`src/rtl/mcc_ram.sv`:
```
// generic simple dual-port ram, one write port and one registered read port
`timescale 1ns / 1ps
module mcc_ram #(
   parameter int WIDTH = 8,
   parameter int DEPTH = 16
) (
   input  logic                     clock,
   input  logic                     wr_en,
   input  logic [$clog2(DEPTH)-1:0] wr_addr,
   input  logic [WIDTH-1:0]         wr_data,
   input  logic [$clog2(DEPTH)-1:0] rd_addr,
   output logic [WIDTH-1:0]         rd_data
);

   logic [WIDTH-1:0] mem [DEPTH];
   logic [WIDTH-1:0] rd_data_ff;

   always_ff @(posedge clock) begin
      if (wr_en) begin
         mem[wr_addr] <= wr_data;
      end
      rd_data_ff <= mem[rd_addr];
   end

   assign rd_data = rd_data_ff;

endmodule

```
`config.mk`:
```
export PLATFORM = sky130hd
export DESIGN_NAME = mcc_ram
export DESIGN_NICKNAME = d
export VERILOG_FILES = /design/src/rtl/mcc_ram.sv
export SDC_FILE = /design/constraint.sdc
export NUM_CORES = 1
export LEC_CHECK = 0
export ABC_AREA = 0
export ABC_CLOCK_PERIOD_IN_PS = 2400
export BUFFER_PORTS_ARGS = -buffer_cell sky130_fd_sc_hd__buf_2
export CAP_MARGIN = 30
export CORE_MARGIN = 1
export CORE_UTILIZATION = 50
export CTS_CLUSTER_SIZE = 25
export DETAILED_ROUTE_END_ITERATION = 7
export GPL_ROUTABILITY_DRIVEN = 0
export GPL_TIMING_DRIVEN = 0
export PLACE_DENSITY_LB_ADDON = 0.2
export SYNTH_ARGS = -nofsm -noshare
export SYNTH_HDL_FRONTEND = slang
export SYNTH_SLANG_ARGS = --single-unit
```
`constraint.sdc`:
```
create_clock -name clock -period 2.4 [get_ports clock]
set_input_delay 0.36 -clock clock [delete_from_list [all_inputs] [get_ports clock]]
set_output_delay 0.36 -clock clock [all_outputs]
set_load 0.02 [all_outputs]
```
Word-level counts from Yosys, hierarchy flattened. Memories as Yosys holds them, arrays and structs flattened. A register that Yosys moved wholly into a read port is not among the register bits. Index checks and enable logic that the tools add are counted.

Input port bits: 18. Register bits after elaboration: 0. Logic and storage cells: 3. RAM bits: 128. Memories kept: 1.

Mux-type cells: 2.

Memory list: mem (depth 16, bits a word 8, rd ports 1, clocked after Yosys merged registers in 1, wr ports 1, RTL line 15) `logic [WIDTH-1:0] mem [DEPTH];`.

Operators with widths (number): $mux W1 (2).

Logic depth before layout (Yosys ltp).
Depth in word-level cells: 2. Depth in mapped cells: 5. Depth with buffers taken out: 3.

Worst setup path after synthesis. Ideal clock, no wire load.

Path kind: input-to-reg. Start point: input wr_addr[2]. End point: memory mem[0][0] (enable). Setup slack: 0.547 ns. Stages on the path: 2. Buffers on the path: 0. Arrival time: 1.470 ns. Cell sequence: or3b_2 nor3_1.

RTL lines: start, declared (RTL line 9) `input logic [$clog2(DEPTH)-1:0] wr_addr,`; end, declared (RTL line 15).

No word-level cell before the write port.

Worst setup path in the final report.
Start point: input wr_addr[2]. End point: memory mem[3][0] (enable).

No word-level cell before the write port.

==> results.yml <==
floorplanning:
  initial_core_util: 0.5218
  dieArea_um2: 10710
  coreArea_um2: 9864
  ios: 26
  rows: 36
  die_width_um: 103.5
  die_y_um: 103.5
synthesis:
  yosys-top-cells-area: "edfxtp_1 (75%), mux4_2 (7.9%), mux4_1 (7.1%)"
  yosys_warnings: 0
  synth.distinct_cells: 19
  synth_area_leader_cell: "edfxtp_1"
  seq_area_frac_synth: 0.7778
  synth_area_per_cell_um2: 22.48
  syn_area_um2: 5147
  ys_ff_latch: 136
  syn_inst: 229
  syn_nets: 247
  netlist.area_leader.share: 0.7467
timing:
  tns_ns: 0
  rsz0062_at_grt: "false"
  setup_viol: 0
  whs_ns: 0.2524
  worst_pin_slew_ns: 0.8844
  max_freq_mhz: 639.6
  slew_viol_final: 0
  setup_ws_ns: 0.8365
  finClkSkew_ns: 0.004226
  maxSlewHeadroom: 0.4082
  min_period_ns: 1.564
  post-route-period-util: 0.6515
  hold_violations: 0
grt:
  grt_use_total: 0.2037
  gr-total-overflow: 0
  grt_max_degree: 17
  grt_pass1_vias: 2402
  antenna_found_initial: 0
  grt_pass1_wl_um: 14270
power:
  powerDensity_nw_per_um2: 921.0
  p_sw_mw: 1.099
  p_int_mw: 4.499
  vdd_drop_max_v: 0.0004801
  p_comb_frac: 0.048
  seq_power_share: 0.476
  p_leak_nw: 2.053
  p_sw_frac: 0.1963
  finalPower_mw: 5.598
  p_clk_frac: 0.476
clock_tree:
  cts_resized: 0
  hold_buffers: 0
  worstSkewPairLatency_ns: 0.51
  h-tree-depth: 4
  postCtsSetupRepairBufs: 0
  clock-sinks: 136
  cts_tree: "done"
  cts_root_buffer: "clkbuf_8"
  cts_max_path_buffers: 2
  clk_pin_slew_ns: 0.06
  cts_buffers: 17
drt:
  ant_nets: 0
  drtIter0Drc: 154
  vias: 2354
  wirelength_um: 9383
  drc: 0
  wire_per_inst_um: 22.23
  drtPass1Iterations: 6
  viasPerCell: 5.578
layout:
  drive_gt1_frac: 0.3045
  final_util: 0.6162
  fin_nets: 294
  antennaDiodeCount: 0
  layout_commonest_cell: "edfxtp_1"
  design_area_um2: 6078
  fin_cells: 422
  mostFrequentLayoutCells: "edfxtp_1 (128), buf_2 (29), mux4_2 (18), a22oi_1 (16), clkbuf_16 (16)"
  area_growth_pct: 18.08
placed_design:
  numPortBuffers: 24
  post-place-ws_ns: 0.3382
  dp.cells: 390
  dp.final_hpwl_um: 5905
  dpl_cell_area_um2: 5459
worst_setup_path:
  cp_data_arrival_time_ns: 1.70
  worst_path_max_delay_cell: "nor2_1"
  cp_cell_sequence: "buf_2 > or3b_2 > nor2_1"
  crit_type: "in2reg"
  crit_fanout: 8
  startpoint_type: "input port"
  worst_setup_path_end_kind: "register"
  crit_path_max_incr_delay_ns: 0.70
  crit_required_ns: 2.53
run_status:
  outcome: "completed"
job:
  cap_violations: 0
worst_hold_path:
  min-delay-path-class: "in2reg"
==> per-layer routing <==
metal  GRT usage  share of wire  up-vias  wire (um)
li1            -              -     1066          -
met1      0.2884           0.45     1193       4215
met2      0.2995           0.47       77       4433
met3     0.05712          0.054       18        511
met4     0.08776          0.024        0        223
met5           0              0        -          0
==> path summary, 6_finish.rpt <==
check / slack (ns) / start / cells past startpoint / to
min: 0.25 / wr_data[5] / 1 / mem[7][5]
max reg2reg: 0.92 / mem[5][0] / 3 / rd_data[0]
min reg2reg: 0.68 / mem[11][3] / 3 / rd_data[3]
max: 0.84 / wr_addr[2] / 3 / mem[3][0]
==> synthesized netlist by cell type, drive strengths merged <==
master         instances
a22oi                 16
nand2b                 2
nand3b                 2
nor2b                  1
nor3                   4
nand2                  9
nor2                  13
edfxtp               128
nand3                  1
and2                   1
buf                    7
or3b                   1
mux4                  32
clkdlybuf4s25          3
dfxtp                  8
and2b                  1
==> registers in the layout, indices dropped and copies added, names as in the netlist <==
signal and flops:
mem 128, rd_data 8
==> worst max-delay path, delay by kind of cell <==
kind | cells | cell delay (ns)
buffers and inverters | 1 | 0.11
AND/OR/NAND/NOR | 2 | 1.22
==> power groups by stage <==
stage / Clock, mW / Sequential, mW / Combinational [mW]
2_1_floorplan: 0 / 2.74 / 0.135
3_3_place_gp: 0 / 2.71 / 0.264
3_5_place_dp: 0 / 2.72 / 0.271
4_1_cts: 2.69 / 2.67 / 0.272
5_1_grt: 2.79 / 2.67 / 0.292
6_report: 2.66 / 2.67 / 0.267
==> cell type report <==
class                           instances  area [um^2]
Buffer                                 10        86.33
Clock buffer                           20        445.4
Clock inverter                         12        173.9
Fill cell                             680         3786
Multi-Input combinational cell         83         1057
Sequential cell                       136         4004
Tap cell                              133        166.4
Timing Repair Buffer                   28        145.1
==> cells by family after synthesis <==
| family | after synthesis | synth area share |
|---|---|---|
| AO/OA/AOI/OAI | 16 | 0.02334 |
| buffers and inverters | 10 | 0.01677 |
| AND/OR/NAND/NOR | 35 | 0.03184 |
| multiplexers | 32 | 0.1502 |
| flip-flops | 136 | 0.7778 |
(Power assumes the default switching activity.)
